===== src/rtl/lld_pkg.sv =====
// ----------------------------------------------------------------------------
// lld_pkg
// Shared types and constants for the addressable LED line driver: command and
// result payloads, queue entries, configuration snapshot and register indexes.
// ----------------------------------------------------------------------------
package lld_pkg;

  // widths fixed by the field and register definitions
  localparam int COUNT_W    = 9;
  localparam int CFG_ADDR_W = 3;
  localparam int CFG_DATA_W = 16;
  localparam int COLOR_W    = 24;
  localparam int BIT_POS_W  = 5;
  localparam int TICK_W     = 16;

  // default chain capacity and the largest store the 8-bit index can reach
  localparam int DEF_MAX_LEDS = 256;
  localparam int STORE_LIMIT  = 256;
  localparam int BITS_PER_LED = 24;

  // configuration register indexes
  localparam logic [CFG_ADDR_W-1:0] CFG_LED_COUNT  = 3'd0;
  localparam logic [CFG_ADDR_W-1:0] CFG_ONE_HIGH   = 3'd1;
  localparam logic [CFG_ADDR_W-1:0] CFG_ONE_LOW    = 3'd2;
  localparam logic [CFG_ADDR_W-1:0] CFG_ZERO_HIGH  = 3'd3;
  localparam logic [CFG_ADDR_W-1:0] CFG_ZERO_LOW   = 3'd4;
  localparam logic [CFG_ADDR_W-1:0] CFG_LATCH_LOW  = 3'd5;

  // configuration reset values
  localparam logic [COUNT_W-1:0] RST_LED_COUNT = 9'd0;
  localparam logic [7:0]         RST_ONE_HIGH  = 8'd6;
  localparam logic [7:0]         RST_ONE_LOW   = 8'd4;
  localparam logic [7:0]         RST_ZERO_HIGH = 8'd2;
  localparam logic [7:0]         RST_ZERO_LOW  = 8'd8;
  localparam logic [TICK_W-1:0]  RST_LATCH_LOW = 16'd1000;

  typedef enum logic [1:0] {
    CMD_TICK    = 2'd0,
    CMD_WRITE   = 2'd1,
    CMD_REFRESH = 2'd2,
    CMD_CLEAR   = 2'd3
  } cmd_t;

  // classified operation handed from front to back
  typedef enum logic [2:0] {
    OP_TICK,
    OP_WRITE,
    OP_BAD_WRITE,
    OP_REFRESH,
    OP_CLEAR
  } op_t;

  typedef struct packed {
    cmd_t       cmd;
    logic [7:0] led_index;
    logic [7:0] green;
    logic [7:0] red;
    logic [7:0] blue;
  } item_t;

  typedef struct packed {
    logic line_level;
    logic busy_res;
    logic rejected;
  } result_t;

  typedef struct packed {
    op_t                op;
    logic [7:0]         index;
    logic [COLOR_W-1:0] color;
  } entry_t;

  // configuration snapshot, with the count already limited to the chain size
  typedef struct packed {
    logic [COUNT_W-1:0] eff_count;
    logic [7:0]         one_high;
    logic [7:0]         one_low;
    logic [7:0]         zero_high;
    logic [7:0]         zero_low;
    logic [TICK_W-1:0]  latch_low;
  } cfg_t;

endpackage


===== src/rtl/lld_queue.sv =====
// ----------------------------------------------------------------------------
// lld_queue
// Two-entry queue of classified operations between the front and the back.
// ----------------------------------------------------------------------------
module lld_queue
  import lld_pkg::*;
(
  input  logic   clk,
  input  logic   rst,
  input  logic   push,
  input  entry_t push_entry,
  output logic   full,
  output logic   head_valid,
  input  logic   pop,
  output entry_t head_entry
);

  localparam int DEPTH = 2;

  entry_t           slots [DEPTH];
  logic             wr_ptr;
  logic             rd_ptr;
  logic [1:0]       count;

  assign full       = (count == 2'(DEPTH));
  assign head_valid = (count != 2'd0);
  assign head_entry = slots[rd_ptr];

  // entry storage
  always_ff @(posedge clk) begin
    if (push) begin
      slots[wr_ptr] <= push_entry;
    end
  end

  // pointers and fill level
  always_ff @(posedge clk) begin
    if (rst) begin
      wr_ptr <= 1'b0;
      rd_ptr <= 1'b0;
      count  <= 2'd0;
    end else begin
      if (push) begin
        wr_ptr <= ~wr_ptr;
      end
      if (pop) begin
        rd_ptr <= ~rd_ptr;
      end
      if (push && !pop) begin
        count <= count + 2'd1;
      end else if (pop && !push) begin
        count <= count - 2'd1;
      end
    end
  end

endmodule


===== config.mk =====
export PLATFORM = sky130hd
export DESIGN_NAME = lld_queue
export DESIGN_NICKNAME = d
export VERILOG_FILES = /design/src/rtl/lld_pkg.sv /design/src/rtl/lld_queue.sv
export SDC_FILE = /design/constraint.sdc
export NUM_CORES = 1
export LEC_CHECK = 0
export ABC_AREA = 1
export BUFFER_PORTS_ARGS = -buffer_cell sky130_fd_sc_hd__buf_2
export CAP_MARGIN = 20
export CORE_MARGIN = 4
export CORE_UTILIZATION = 42
export CTS_CLUSTER_SIZE = 12
export DETAILED_ROUTE_END_ITERATION = 8
export GPL_ROUTABILITY_DRIVEN = 0
export PLACE_DENSITY = 0.77
export SYNTH_ARGS = -nofsm -noshare
export SYNTH_HDL_FRONTEND = slang
export SYNTH_SLANG_ARGS = --single-unit

===== constraint.sdc =====
create_clock -name clk -period 2.23 [get_ports clk]
set_input_delay 0.446 -clock clk [delete_from_list [all_inputs] [get_ports clk]]
set_output_delay 0.446 -clock clk [all_outputs]
set_load 0.005 [all_outputs]

==> metrics.txt <==
outcome finished, final reports clean; # nets final 269; Final min period 1.84 ns; drt pass-1 iters 5; P per Cell Area 831 nW/um2; Slew headroom 75.7%; post-synthesis instance area 2910 um2; dpl hpwl 3480 um; commonest cells after routing, fill and taps aside buf_2 (75), edfxtp_1 (70), mux2_4 (30); yosys warns 0; leakage 1.46 nW; unique cell type count in the Yosys netlist 16; CP max FO 26; # setup viols final 0; reg-to-reg setup timing slack 1.01 ns; CP Launch Type register; TNS Setup 0 ns; clock buffer depth 2; Synth Area per Inst 20.5 um2; worst hold stages 1; diodes inserted 0; Port-buffer cells 75; clock sink count 75; core area 6760 um2; R2R Path End slots[1][4]; first-pass GRT wire length 7710 um; ANT nets after route 0; wire length per cell 15.4 um; R2R depth 3; Synth top area share 72.3%; Reg-to-Reg Start wr_ptr; Post-CTS Setup Inserts 0; most common cell after layout, fill and taps aside buf_2; initial antenna violation count 0; Inserted Clock Buffers 9; fin crit share 82.7%; total wire length 4830 um; Peak supply drop 0.000379 V; sequential share of the synthesized area 75.8%; share of cells above drive strength 1 56.0%; Max stage delay cell, worst path mux2_2; drc violations 0; post_cts resized 0; Die ar. 8320 um2; RSZ-0062 raised after global routing no; IO Count 76; clk_lat worst skew 0.33 ns; Tot GR Track Use 12.3%; starting density of the core 43.0%; Max Cap Violations 0; Post-Route Utilization 52.8%; Arrival @ worst endpoint 1.40 ns; clock root buffer clkbuf_8; fmax 542 MHz; Synth Register Bits 75; vias in the first global route 1604; die outline height 91.2 um; crit-path cells buf_12, mux2_2, buf_2; leading area contributor after synthesis edfxtp_1; Worst Tran Pin Value 0.364 ns; Final Max Slew Viols 0; Hold Crit Class in -> reg; Crit Path Category reg -> out; CTS tree done; hold_buf cts 0; number of vias per cell 4.65; H-tree depth 3; synth top area cells edfxtp_1 (72%), mux2_4 (15%), dfxtp_1 (3.4%); Die X-Extent 91.2 um; DRT iter0 DRCs 28; final hold violation count 0; Hold Path End slots[0][27]; CP required 1.78 ns; CTS clock-pin slew for the worst setup and hold paths 0.08 ns; Area Growth Syn to Fin 22.7%; Crit. End Element primary output; GR Overflow Total 0; Rows 30; Setup Skew 0.00726 ns; Vias 1459; slowest cell delay on critical path 0.37 ns; Gate Count Post-Synth 142; Post-Syn Nets 182; Hold Crit Start push_entry[27]; largest net degree at the start of global routing 27
[registers in the layout, summed over array words and instances (netlist names), named ones only]
name,flops
count,2
slots,70
wr_ptr,1
rd_ptr,1
[stage by stage]
step | area, um2 | hold WS [ns] | instances | power (mW) | setup WS [ns]
3_3_place_gp | 3380 | 0.495 | 298 | 2.02 | 0.752
4_1_cts | 3570 | 0.280 | 314 | 3.01 | 0.357
3_5_place_dp | 3380 | 0.518 | 298 | 2.04 | 0.729
6_report | 3570 | 0.296 | 314 | 2.96 | 0.385
5_1_grt | 3570 | 0.269 | 314 | 3.11 | 0.315
2_1_floorplan | 2910 | 0.480 | 142 | 1.90 | 0.440
[final cells by class]
type | instances | area, um2
Clock buffer | 11 | 131
Clock inverter | 5 | 53.8
Fill cell | 563 | 3190
Inverter | 9 | 33.8
Multi-Input combinational cell | 54 | 607
Sequential cell | 75 | 2200
Tap cell | 80 | 100
Timing Repair Buffer | 80 | 438
[synthesized netlist by cell type]
master	count
a21oi_1	1
buf_12	3
buf_6	1
dfxtp_1	5
edfxtp_1	70
ha_1	1
inv_1	9
mux2_2	5
mux2_4	30
nand2_1	6
nand3_1	1
nand4_1	1
nor2_1	6
nor3_1	1
o21ai_0	1
xnor2_1	1
[routing by layer]
layer,up-vias,global-route usage [%],routed length [um]
met3,10,4.06,306
met1,693,13.2,1880
li1,708,-,-
met4,0,5.65,82
met5,-,0,0
met2,48,21.9,2570
[worst max-delay path: cells and delay by family (launching register included)]
family | cells | cell delay (ns)
buffers and inverters | 2 | 0.34
DFF | 1 | 0.35
muxes | 1 | 0.37
[power breakdown]
group	switching (mW)	internal (mW)	leakage (nW)
sequential	0.0224	1.62	0.699
combinational	0.154	0.196	0.665
clock	0.454	0.514	0.0971
[worst max path at each step]
stage                           to  slack [ns]  cells after the start
global route        head_entry[34]        0.32                      3
CTS                 head_entry[34]        0.36                      3
detailed placement    slots[0][23]        0.73                      4
floorplan              slots[0][0]        0.44                      2
finish              head_entry[34]        0.39                      3
global placement      slots[0][23]        0.75                      4
[kinds of logic after synthesis]
logic type	Yosys count	share of synthesized area, %
and+or+nand+nor	15	2.11
muxes	35	17.4
xor gates and xnor gates	1	0.301
DFF	75	75.8
buffers and inverters	13	3.62
AOI/OAI and AO/OA	2	0.344
adders and majority gates	1	0.430
Power figures use the tool's default switching activity.
