--- config.mk ---
export PLATFORM = sky130hd
export DESIGN_NAME = lld_front
export DESIGN_NICKNAME = d
export VERILOG_FILES = /design/src/rtl/lld_pkg.sv /design/src/rtl/lld_front.sv
export SDC_FILE = /design/constraint.sdc
export NUM_CORES = 1
export LEC_CHECK = 0
export BUFFER_PORTS_ARGS = -buffer_cell sky130_fd_sc_hd__buf_2
export CAP_MARGIN = 20
export CORE_UTILIZATION = 45
export DETAILED_ROUTE_END_ITERATION = 16
export PLACE_DENSITY = 0.76
export SYNTH_ARGS = -nofsm -noshare
export SYNTH_HDL_FRONTEND = slang
export SYNTH_SLANG_ARGS = --single-unit
--- constraint.sdc ---
create_clock -name clk -period 6.5 [get_ports clk]
set_input_delay 0.65 -clock clk [delete_from_list [all_inputs] [get_ports clk]]
set_output_delay 0.65 -clock clk [all_outputs]
set_load 0.02 [all_outputs]
--- src/rtl/lld_pkg.sv ---
// ----------------------------------------------------------------------------
// lld_pkg
// Shared types and constants for the addressable LED line driver: command and
// result payloads, queue entries, configuration snapshot and register indexes.
// ----------------------------------------------------------------------------
package lld_pkg;

  // widths fixed by the field and register definitions
  localparam int COUNT_W    = 9;
  localparam int CFG_ADDR_W = 3;
  localparam int CFG_DATA_W = 16;
  localparam int COLOR_W    = 24;
  localparam int BIT_POS_W  = 5;
  localparam int TICK_W     = 16;

  // default chain capacity and the largest store the 8-bit index can reach
  localparam int DEF_MAX_LEDS = 256;
  localparam int STORE_LIMIT  = 256;
  localparam int BITS_PER_LED = 24;

  // configuration register indexes
  localparam logic [CFG_ADDR_W-1:0] CFG_LED_COUNT  = 3'd0;
  localparam logic [CFG_ADDR_W-1:0] CFG_ONE_HIGH   = 3'd1;
  localparam logic [CFG_ADDR_W-1:0] CFG_ONE_LOW    = 3'd2;
  localparam logic [CFG_ADDR_W-1:0] CFG_ZERO_HIGH  = 3'd3;
  localparam logic [CFG_ADDR_W-1:0] CFG_ZERO_LOW   = 3'd4;
  localparam logic [CFG_ADDR_W-1:0] CFG_LATCH_LOW  = 3'd5;

  // configuration reset values
  localparam logic [COUNT_W-1:0] RST_LED_COUNT = 9'd0;
  localparam logic [7:0]         RST_ONE_HIGH  = 8'd6;
  localparam logic [7:0]         RST_ONE_LOW   = 8'd4;
  localparam logic [7:0]         RST_ZERO_HIGH = 8'd2;
  localparam logic [7:0]         RST_ZERO_LOW  = 8'd8;
  localparam logic [TICK_W-1:0]  RST_LATCH_LOW = 16'd1000;

  typedef enum logic [1:0] {
    CMD_TICK    = 2'd0,
    CMD_WRITE   = 2'd1,
    CMD_REFRESH = 2'd2,
    CMD_CLEAR   = 2'd3
  } cmd_t;

  // classified operation handed from front to back
  typedef enum logic [2:0] {
    OP_TICK,
    OP_WRITE,
    OP_BAD_WRITE,
    OP_REFRESH,
    OP_CLEAR
  } op_t;

  typedef struct packed {
    cmd_t       cmd;
    logic [7:0] led_index;
    logic [7:0] green;
    logic [7:0] red;
    logic [7:0] blue;
  } item_t;

  typedef struct packed {
    logic line_level;
    logic busy_res;
    logic rejected;
  } result_t;

  typedef struct packed {
    op_t                op;
    logic [7:0]         index;
    logic [COLOR_W-1:0] color;
  } entry_t;

  // configuration snapshot, with the count already limited to the chain size
  typedef struct packed {
    logic [COUNT_W-1:0] eff_count;
    logic [7:0]         one_high;
    logic [7:0]         one_low;
    logic [7:0]         zero_high;
    logic [7:0]         zero_low;
    logic [TICK_W-1:0]  latch_low;
  } cfg_t;

endpackage

--- src/rtl/lld_front.sv ---
// ----------------------------------------------------------------------------
// lld_front
// Holds the configuration registers, takes command transfers, classifies
// each command (range check of color writes) and hands it to the queue.
// ----------------------------------------------------------------------------
module lld_front
  import lld_pkg::*;
#(
  parameter int MAX_LEDS = DEF_MAX_LEDS
) (
  input  logic                  clk,
  input  logic                  rst,
  input  logic                  cfg_write,
  input  logic [CFG_ADDR_W-1:0] cfg_index,
  input  logic [CFG_DATA_W-1:0] cfg_data,
  input  logic                  cmd_valid,
  output logic                  cmd_stall,
  input  item_t                 cmd_data,
  output logic                  push,
  output entry_t                push_entry,
  input  logic                  q_full,
  output cfg_t                  cfg
);

  // largest count the 9-bit register can express, limited by the chain size
  localparam int                 CAP   = (MAX_LEDS > 511) ? 511 : MAX_LEDS;
  localparam logic [COUNT_W-1:0] CAP_V = COUNT_W'(CAP);

  logic [COUNT_W-1:0] led_count;
  logic [7:0]         one_high;
  logic [7:0]         one_low;
  logic [7:0]         zero_high;
  logic [7:0]         zero_low;
  logic [TICK_W-1:0]  latch_low;

  logic   stage_valid;
  entry_t stage_entry;
  entry_t classified;
  logic   accept;

  // configuration registers
  always_ff @(posedge clk) begin
    if (rst) begin
      led_count <= RST_LED_COUNT;
      one_high  <= RST_ONE_HIGH;
      one_low   <= RST_ONE_LOW;
      zero_high <= RST_ZERO_HIGH;
      zero_low  <= RST_ZERO_LOW;
      latch_low <= RST_LATCH_LOW;
    end else if (cfg_write) begin
      case (cfg_index)
        CFG_LED_COUNT: led_count <= cfg_data[COUNT_W-1:0];
        CFG_ONE_HIGH:  one_high  <= cfg_data[7:0];
        CFG_ONE_LOW:   one_low   <= cfg_data[7:0];
        CFG_ZERO_HIGH: zero_high <= cfg_data[7:0];
        CFG_ZERO_LOW:  zero_low  <= cfg_data[7:0];
        CFG_LATCH_LOW: latch_low <= cfg_data[TICK_W-1:0];
        default: ;
      endcase
    end
  end

  // configuration snapshot for the back
  always_comb begin
    cfg.eff_count = (led_count < CAP_V) ? led_count : CAP_V;
    cfg.one_high  = one_high;
    cfg.one_low   = one_low;
    cfg.zero_high = zero_high;
    cfg.zero_low  = zero_low;
    cfg.latch_low = latch_low;
  end

  // classify the incoming command
  always_comb begin
    classified.index = cmd_data.led_index;
    classified.color = {cmd_data.green, cmd_data.red, cmd_data.blue};
    case (cmd_data.cmd)
      CMD_TICK:    classified.op = OP_TICK;
      CMD_WRITE:   classified.op = ({1'b0, cmd_data.led_index} < cfg.eff_count) ?
                                   OP_WRITE : OP_BAD_WRITE;
      CMD_REFRESH: classified.op = OP_REFRESH;
      CMD_CLEAR:   classified.op = OP_CLEAR;
      default:     classified.op = OP_TICK;
    endcase
  end

  // input stage handshake
  assign cmd_stall  = stage_valid && q_full;
  assign accept     = cmd_valid && !cmd_stall;
  assign push       = stage_valid && !q_full;
  assign push_entry = stage_entry;

  always_ff @(posedge clk) begin
    if (rst) begin
      stage_valid <= 1'b0;
    end else if (accept) begin
      stage_valid <= 1'b1;
    end else if (push) begin
      stage_valid <= 1'b0;
    end
  end

  always_ff @(posedge clk) begin
    if (accept) begin
      stage_entry <= classified;
    end
  end

endmodule

==> impl_metrics.toml, run 1 <==
[clock_network]
clock_tree.buffer_depth = 2
cts_tree = "done"
cts.repair.resized = 0
clk_pin_slew_ps = 80
postCtsSetupBuffers = 0
clock_sinks = 93
cts_max_level = 3
clockRootBuffer = "clkbuf_8"
cts_buffers = 9
clock_latency_ps = 350
ctsHoldBuffers = 0

[synthesis]
ys_top_cells_by_count = "nand2_1 (84), dfxtp_1 (58), a21oi_1 (36)"
synth-warning-count = 0
synth_edf_count = 35
netlist.top_cell.by_area = "dfxtp_1"
synth-main-ff-cell = "dfxtp_1"
synth_top_area_share_pct = 33.2
synth_area_um2 = 3500
synth_area_per_cell_um2 = 10.9
synthArstFlopShare_pct = 0
synth_area_leaders = "dfxtp_1 (33%), edfxtp_1 (30%), nand2_1 (9.0%), a21oi_1 (5.2%), mux2i_1 (3.7%)"
synth-seq-cells = 93
synth_cells = 322
ys_seq_area_share_pct = 63.3
yosysMostFrequentCell = "nand2_1"
synth_nets = 387
yosysUniqueCellTypes = 33

[grt]
grt_pass1_vias = 2615
grt_max_degree = 59
overflow = 0
grt_pass1_wl_um = 13000
antenna_found_initial = 0
grt_usage_pct = 20.5

[power_and_ir_drop]
power.leakage_nw = 1.99
power_density_nw_per_um2 = 258
vdd_drop_max_mv = 0.122

[finish]
final_cells = 570
fin_nets = 531
diodes = 0
drive_above_1_share_pct = 36.9
areaGrowthSynthToFinish_pct = 28.5
utilization_pct = 61.0

[routing]
viasPerCell = 4.92
ant_nets = 0
vias = 2805
totalWireLength_um = 8320
routedWlPerCell_um = 14.6
drt_iter0_drc = 115
firstDrtPassIters = 4
route.detailed.drc = 0

[critical_path]
crit_family = "flip-flops"
crit_path_end_kind = "primary output"
rr_endpoint = "push_entry[32]$_DFFE_PP_"
crit_buf_inv = 2
cp_cell_sequence = "nand2b_1 > inv_1 > buf_2"
critical_path_class = "reg -> out"
cp-start-kind = "flop"
crit_required_ps = 5850
r2r_cells = 6
crit_arrival_ps = 1320
cpPeakStageDelay_ps = 520
slowest_stage = "dfxtp_1"
cp_max_fo = 13
reg2reg_slack_ps = 4570
r2r_start = "led_count[8]$_SDFFE_PP0P_"

[min_path]
hold_end = "led_count[4]$_SDFFE_PP0P_"
worstHoldStart = "led_count[4]$_SDFFE_PP0P_"
hold_path_class = "reg -> reg"
worstHoldPathCells = 2

[floorplan]
pin_count = 152
design.die.area_um2 = 8130
dieWidth_um = 90.1
die_h_um = 90.1
rows = 31
design.core.area_um2 = 7370
initial_utilization_pct = 47.4

[sta]
rsz0062_at_grt = "false"
setup_viol = 0
drv_slew = 0
max_freq_mhz = 509
slew_headroom_pct = 35.2
period_needed_ps = 1970
skew_ps = 14.0
finalHoldViolCount = 0
finalCritPeriodShare_pct = 30.2
worst_slew_pin_slew_ps = 972
finalSetupTns_ps = 0

[placement]
portBuffers = 151
gp_congestion = 0.788
dp.cells = 554
hpwl_um = 6150

[outcome]
status = "finished, final reports clean"

[job]
cap_violations = 0
-- flip-flops by register name, summed over array words and instances (netlist names) --
| register | cells |
|---|---|
| latch_low | 16 |
| led_count | 9 |
| one_high | 8 |
| one_low | 8 |
| push_entry | 35 |
| stage_valid | 1 |
| zero_high | 8 |
| zero_low | 8 |
-- how the worst max path moves through the flow --
stage / from / to / slack [ps] / cells past startpoint
final: led_count[8]$_SDFFE_PP0P_ / cfg[51] / 4530 / 3
after global routing: led_count[8]$_SDFFE_PP0P_ / cfg[51] / 4470 / 3
after CTS: led_count[8]$_SDFFE_PP0P_ / cfg[51] / 4520 / 3
after global placement: cfg_index[1] / latch_low[0]$_SDFFE_PP0P_ / 4570 / 4
after detailed placement: cmd_data[28] / push_entry[32]$_DFFE_PP_ / 4440 / 6
after floorplan: q_full / push_entry[0]$_DFFE_PP_ / 3580 / 2
-- cell type report --
cell class,instances,area (um2)
inverters,8,30.0
well taps,99,124
multi-input cells,202,1150
repair buffers,152,763
clock inverters,3,43.8
fillers,672,2880
clock buffers,13,170
flip-flops and latches,93,2210
-- worst register-to-register path, stage by stage (launching register included) --
cell      delay (ps)
dfxtp_1          410
nand2b_1         240
ha_1             340
nand4_1          100
o221ai_1         220
a21oi_1          130
a31o_2           260
-- power breakdown --
part	switching [mW]	internal (mW)	total, mW
Combinational	0.0776	0.0430	0.121
Sequential	0.00790	0.628	0.636
Clock	0.189	0.212	0.401
-- metrics by stage --
step           hold slack (ps)  setup slack [ps]  power [mW]  area [um2]
3_5_place_dp               448              4440       0.771        4280
3_3_place_gp               440              4570       0.767        4280
5_1_grt                    448              4470        1.21        4490
4_1_cts                    452              4520        1.17        4490
6_report                   456              4530        1.16        4490
2_1_floorplan              437              3580       0.720        3500
-- cells by family (layout without fill, tap and decap cells) --
family                     count (synthesis)  after routing  synth area share, %
and+or+nand+nor                          139            139                 19.7
AOI/OAI and AO/OA                         43             43                 6.84
adders and majority gates                  7              7                 2.51
muxes                                     13             13                 3.72
buffers and inverters                     27            176                 3.94
DFF                                       93             93                 63.3
-- layout by cell type (no fill, tap or decap), types with 3 or more instances in the layout --
| master | synthesis | layout |
|---|---|---|
| ha_1 | 7 | 7 |
| mux2i_1 | 13 | 13 |
| a211o_1 | 3 | 3 |
| nor2_1 | 17 | 17 |
| edfxtp_1 | 35 | 35 |
| nor2b_1 | 6 | 5 |
| buf_2 | 2 | 151 |
| nand3b_1 | 8 | 8 |
| clkbuf_8 | 0 | 10 |
| nand2_1 | 84 | 84 |
| inv_1 | 8 | 8 |
| nand2b_1 | 7 | 7 |
| dfxtp_1 | 58 | 58 |
| a21oi_1 | 36 | 36 |
-- per-layer routing --
metal  vias up  global-route usage (%)  part of all wire (%)  wire length (um)
li1       1374                       -                     -                 -
met1      1290                    26.6                    43              3590
met2       128                    32.0                    46              3850
met3        13                    6.35                   8.8               730
met4         0                    7.93                   1.7               144
met5         -                       0                     0                 0
Power figures use the tool's default switching activity.
==> run 2: changes to the inputs <==
clock period = 1.84 ns   (was 6.5 ns; I/O delays follow)
==> run 2 against run 1 <==
Net effect: via count grew 4.3%; die area is the same; cell count increased by 3.0%; setup slack got worse by 4400 ps; largest cell class unchanged; hold slack worse by 440 ps; clock power rose to 3.2 times the previous value; critical path type is now reg -> reg; non-clock buffer count is 17 higher; critical path depth rose by 3; register-to-register slack worse by 4500 ps.
==> impl_metrics.toml, run 2 (same netlist as run 1, synthesis figures left out) <==
[critical_path]
critical_path_class = "reg -> reg"
r2r_cells = 6
crit_required_ps = 1950
slowest_stage = "dfxtp_2"
reg2reg_slack_ps = 110
crit_family = "compound AO/OA/AOI/OAI gates"
cp-start-kind = "flop"
rr_endpoint = "push_entry[32]$_DFFE_PP_"
cp_max_fo = 10
crit_arrival_ps = 1850
crit_buf_inv = 0
cpPeakStageDelay_ps = 370
crit_path_end = "push_entry[32]$_DFFE_PP_"
crit_path_end_kind = "flop"
cp_cell_sequence = "nand2b_1 > ha_1 > nand4_1 > o221ai_2 > a21oi_2 > a31o_2"
r2r_start = "led_count[8]$_SDFFE_PP0P_"
crit_cells = 6
crit_path_start = "led_count[8]$_SDFFE_PP0P_"

[sta]
fin_hold_ws_ps = 12.6
setup_viol = 0
period_needed_ps = 1730
finalCritPeriodShare_pct = 94.2
drv_slew = 0
rsz0062_at_grt = "false"
max_freq_mhz = 577
finalSetupTns_ps = 0
worst_slew_pin_slew_ps = 672
skew_ps = 8.32
slew_headroom_pct = 55.2
finalHoldViolCount = 0

[clock_network]
clock_tree.buffer_depth = 2
cts_buffers = 9
cts_max_level = 3
clock_sinks = 93
clockRootBuffer = "clkbuf_8"
postCtsSetupBuffers = 0
clk_pin_slew_ps = 90
clock_latency_ps = 350
cts_tree = "done"

[finish]
layout_commonest_cell = "buf_2"
largest_reg_flops = 35
areaGrowthSynthToFinish_pct = 33.2
diodes = 0
drive_above_1_share_pct = 37.5
fin_nets = 548
final_cell_mix = "buf_2 (151), nand2_1 (84), dfxtp_1 (57), a21oi_1 (35), edfxtp_1 (35)"

[placement]
hpwl_um = 6350
gp_congestion = 0.734
portBuffers = 151

[grt]
grt_usage_pct = 22.2
overflow = 0
grt_pass1_vias = 2763
grt_max_degree = 38
antenna_found_initial = 0
grt_pass1_wl_um = 14100

[routing]
vias = 2925
routedWlPerCell_um = 15.3
drt_iter0_drc = 122
ant_nets = 0
firstDrtPassIters = 4
totalWireLength_um = 8980
viasPerCell = 4.98
route.detailed.drc = 0

[power_and_ir_drop]
vdd_drop_max_mv = 0.463
power_density_nw_per_um2 = 863
power.leakage_nw = 2.06

[floorplan]
design.core.area_um2 = 7370
initial_utilization_pct = 47.4
pin_count = 152
design.die.area_um2 = 8130
rows = 31
dieWidth_um = 90.1
die_h_um = 90.1

[min_path]
hold_path_class = "in -> reg"

[job]
cap_violations = 0

[outcome]
status = "finished, final reports clean"
run 2: changes by cell type in the layout (fill, tap and decap cells not counted), sizes merged:
| cell | delta |
|---|---|
| clkinv | +2 |
| buf | +5 |
| dlygate4sd3 | +12 |
| clkbuf | -2 |
run 2: per-stage QoR:
step / setup WS (ps) / total power [mW] / util [%] / cell area [um2] / cells
finish: 107 / 4.02 / 63.2 / 4660 / 587
global placement: 102 / 2.72 / 58.6 / 4320 / 559
floorplan: 66.0 / 2.54 / - / 3500 / 322
CTS: 36.7 / 4.03 / 62.8 / 4630 / 587
detailed placement: 37.2 / 2.73 / 58.6 / 4320 / 559
global route: 14.8 / 4.16 / 63.2 / 4660 / 587
run 2: timing repair:
item	4_1_cts	5_1_grt
hold endpoints to repair	12	0
hold buffers	12	0
gates resized for setup	1	4
endpoints found under the setup margin	1	2
pin swaps	0	1
run 2: area by class of cell:
class                           instances  area [um2]
Clock inverter                          5        52.6
Multi-Input combinational cell        202        1180
Inverter                                8        30.0
Timing Repair Buffer                  169         921
Clock buffer                           11         131
Fill cell                             646        2710
Sequential cell                        93        2210
Tap cell                               99         124
run 2: power breakdown:
| group | leakage (nW) | internal, mW | switching [mW] |
|---|---|---|---|
| Combinational | 1.16 | 0.178 | 0.289 |
| Sequential | 0.810 | 2.22 | 0.0279 |
| Clock | 0.0947 | 0.624 | 0.681 |
run 2: worst min path at each step:
stage                      start                       end  depth (start not counted)
floorplan            cmd_data[0]   push_entry[0]$_DFFE_PP_                          0
global placement     cmd_data[2]   push_entry[2]$_DFFE_PP_                          1
detailed placement   cmd_data[8]   push_entry[8]$_DFFE_PP_                          1
CTS                 cmd_data[14]  push_entry[14]$_DFFE_PP_                          1
global route         cmd_data[5]   push_entry[5]$_DFFE_PP_                          1
finish              cmd_data[17]  push_entry[17]$_DFFE_PP_                          1
run 2: per-layer routing:
layer	vias up	wire length [um]	global-route usage, %
met5	-	0	0
met2	137	4270	37.2
met3	10	761	5.67
met4	0	95	7.26
li1	1411	-	-
met1	1367	3850	28.0
==> run 3: changes to the inputs <==
PLACE_DENSITY = unset   (was 0.76)
PLACE_DENSITY_LB_ADDON = 0.08   (was unset)
==> run 3 against run 2 <==
Net effect: sequential power is essentially flat; clock power barely moved; die area is the same; largest power group unchanged; combinational power grew 2%; hold slack lost 1.3 ps; wire length down 2.9%.
==> impl_metrics.toml, run 3 (same netlist as run 1, synthesis figures left out) <==
[outcome]
status = "finished, final reports clean"

[clock_network]
clk_pin_slew_ps = 90
clock_latency_ps = 360
cts_max_level = 3
cts_buffers = 9
clock_tree.buffer_depth = 2
clockRootBuffer = "clkbuf_8"
cts_tree = "done"
clock_sinks = 93

[power_and_ir_drop]
vdd_drop_max_mv = 0.481
clkPwrFrac_pct = 32.8
power_density_nw_per_um2 = 853
combPwrFrac_pct = 11.8
p_sw_share_pct = 25.0
p_int_mw = 3.03
power.leakage_nw = 2.09
power.share.sequential_pct = 55.4
total_power_mw = 4.05
switchingPower_mw = 1.01

[floorplan]
die_h_um = 90.1
design.die.area_um2 = 8130
dieWidth_um = 90.1
rows = 31
initial_utilization_pct = 47.4
pin_count = 152
design.core.area_um2 = 7370

[placement]
portBuffers = 151
hpwl_um = 6070
pre_cts_ws_ps = 68.7
gp_congestion = 0.780
place_area_um2 = 4330

[grt]
grt_pass1_vias = 2654
overflow = 0
grt_usage_pct = 21.5
antenna_found_initial = 0
grt_max_degree = 36
grt_pass1_wl_um = 13600

[critical_path]
crit_required_ps = 1960
critical_path_class = "reg -> reg"
crit_arrival_ps = 1860
crit_path_end_kind = "flop"
cp_max_fo = 8
cp-start-kind = "flop"

[finish]
drive_above_1_share_pct = 37.2
fin_nets = 554
fillCellCount = 636
areaGrowthSynthToFinish_pct = 35.7
largest_reg_flops = 35
diodes = 0
final_cell_mix = "buf_2 (151), nand2_1 (84), dfxtp_1 (57), a21oi_1 (36), edfxtp_1 (35)"
layout_commonest_cell = "buf_2"
stdcell_area_um2 = 4740

[routing]
vias = 2873
totalWireLength_um = 8720
viasPerCell = 4.84
drt_iter0_drc = 115
ant_nets = 0
route.detailed.drc = 0
firstDrtPassIters = 4
routedWlPerCell_um = 14.7

[sta]
setup_viol = 0
skew_ps = 11.0
max_freq_mhz = 574
drv_slew = 0
finalCritPeriodShare_pct = 94.7
period_needed_ps = 1740
finalHoldViolCount = 0
worst_slew_pin_slew_ps = 478
slew_headroom_pct = 67.9
fin_ws_ps = 96.7

[min_path]
hold_path_class = "in -> reg"

[job]
cap_violations = 0
==> run 3: layer usage <==
layer	global-route usage (%)	up-vias	part of all wire, %
met1	27.2	1324	43
li1	-	1418	-
met4	8.60	0	1.8
met2	35.0	117	47
met5	0	-	0
met3	5.50	14	7.7
==> run 3: path summary, 6_finish.rpt <==
| check | cells after the start | startpoint | to | slack (ps) |
|---|---|---|---|---|
| max | 6 | led_count[8]$_SDFFE_PP0P_ | push_entry[32]$_DFFE_PP_ | 100 |
| min | 1 | cmd_data[8] | push_entry[8]$_DFFE_PP_ | 10 |
| max reg2reg | 6 | led_count[8]$_SDFFE_PP0P_ | push_entry[32]$_DFFE_PP_ | 100 |
| min reg2reg | 2 | latch_low[1]$_SDFFE_PP0P_ | latch_low[1]$_SDFFE_PP0P_ | 460 |
==> run 3: worst max-delay path, cell delays in order (launching register included) <==
cell and delay, ps:
dfxtp_4 370, nand2b_1 180, ha_1 320, nand4_1 80
o221ai_1 200, a21oi_1 120, a31o_2 250
==> run 3: stage by stage <==
step	setup TNS, ps	hold slack, ps	utilization [%]	instances
6_report	0	11.3	64.4	593
5_1_grt	-14.8	1.87	64.4	593
4_1_cts	0	0.256	63.7	592
3_5_place_dp	0	363	58.8	559
3_3_place_gp	0	361	58.8	559
2_1_floorplan	0	283	-	322
==> run 3: final cells by class <==
type | instances | area, um2 | share of cell area [%]
Clock inverter | 6 | 62.6 | 1.32
Inverter | 8 | 30.0 | 0.633
Multi-Input combinational cell | 202 | 1190 | 25.1
Timing Repair Buffer | 175 | 993 | 20.9
Tap cell | 99 | 124 | 2.61
Clock buffer | 10 | 128 | 2.69
Sequential cell | 93 | 2220 | 46.7
==> run 3: power by group through the flow <==
stage | combinational [mW] | clock, mW | sequential, mW
after floorplan | 0.157 | 0 | 2.39
after global placement | 0.435 | 0 | 2.29
after detailed placement | 0.440 | 0 | 2.29
after CTS | 0.470 | 1.36 | 2.24
after global routing | 0.516 | 1.44 | 2.25
final | 0.477 | 1.33 | 2.24
==> run 3: repair_timing <==
item	in CTS	in global routing
resized for setup	0	6
endpoints found under the hold margin	17	1
buffers inserted	0	0
hold buffers	17	1
endpoints found under the setup margin	0	2
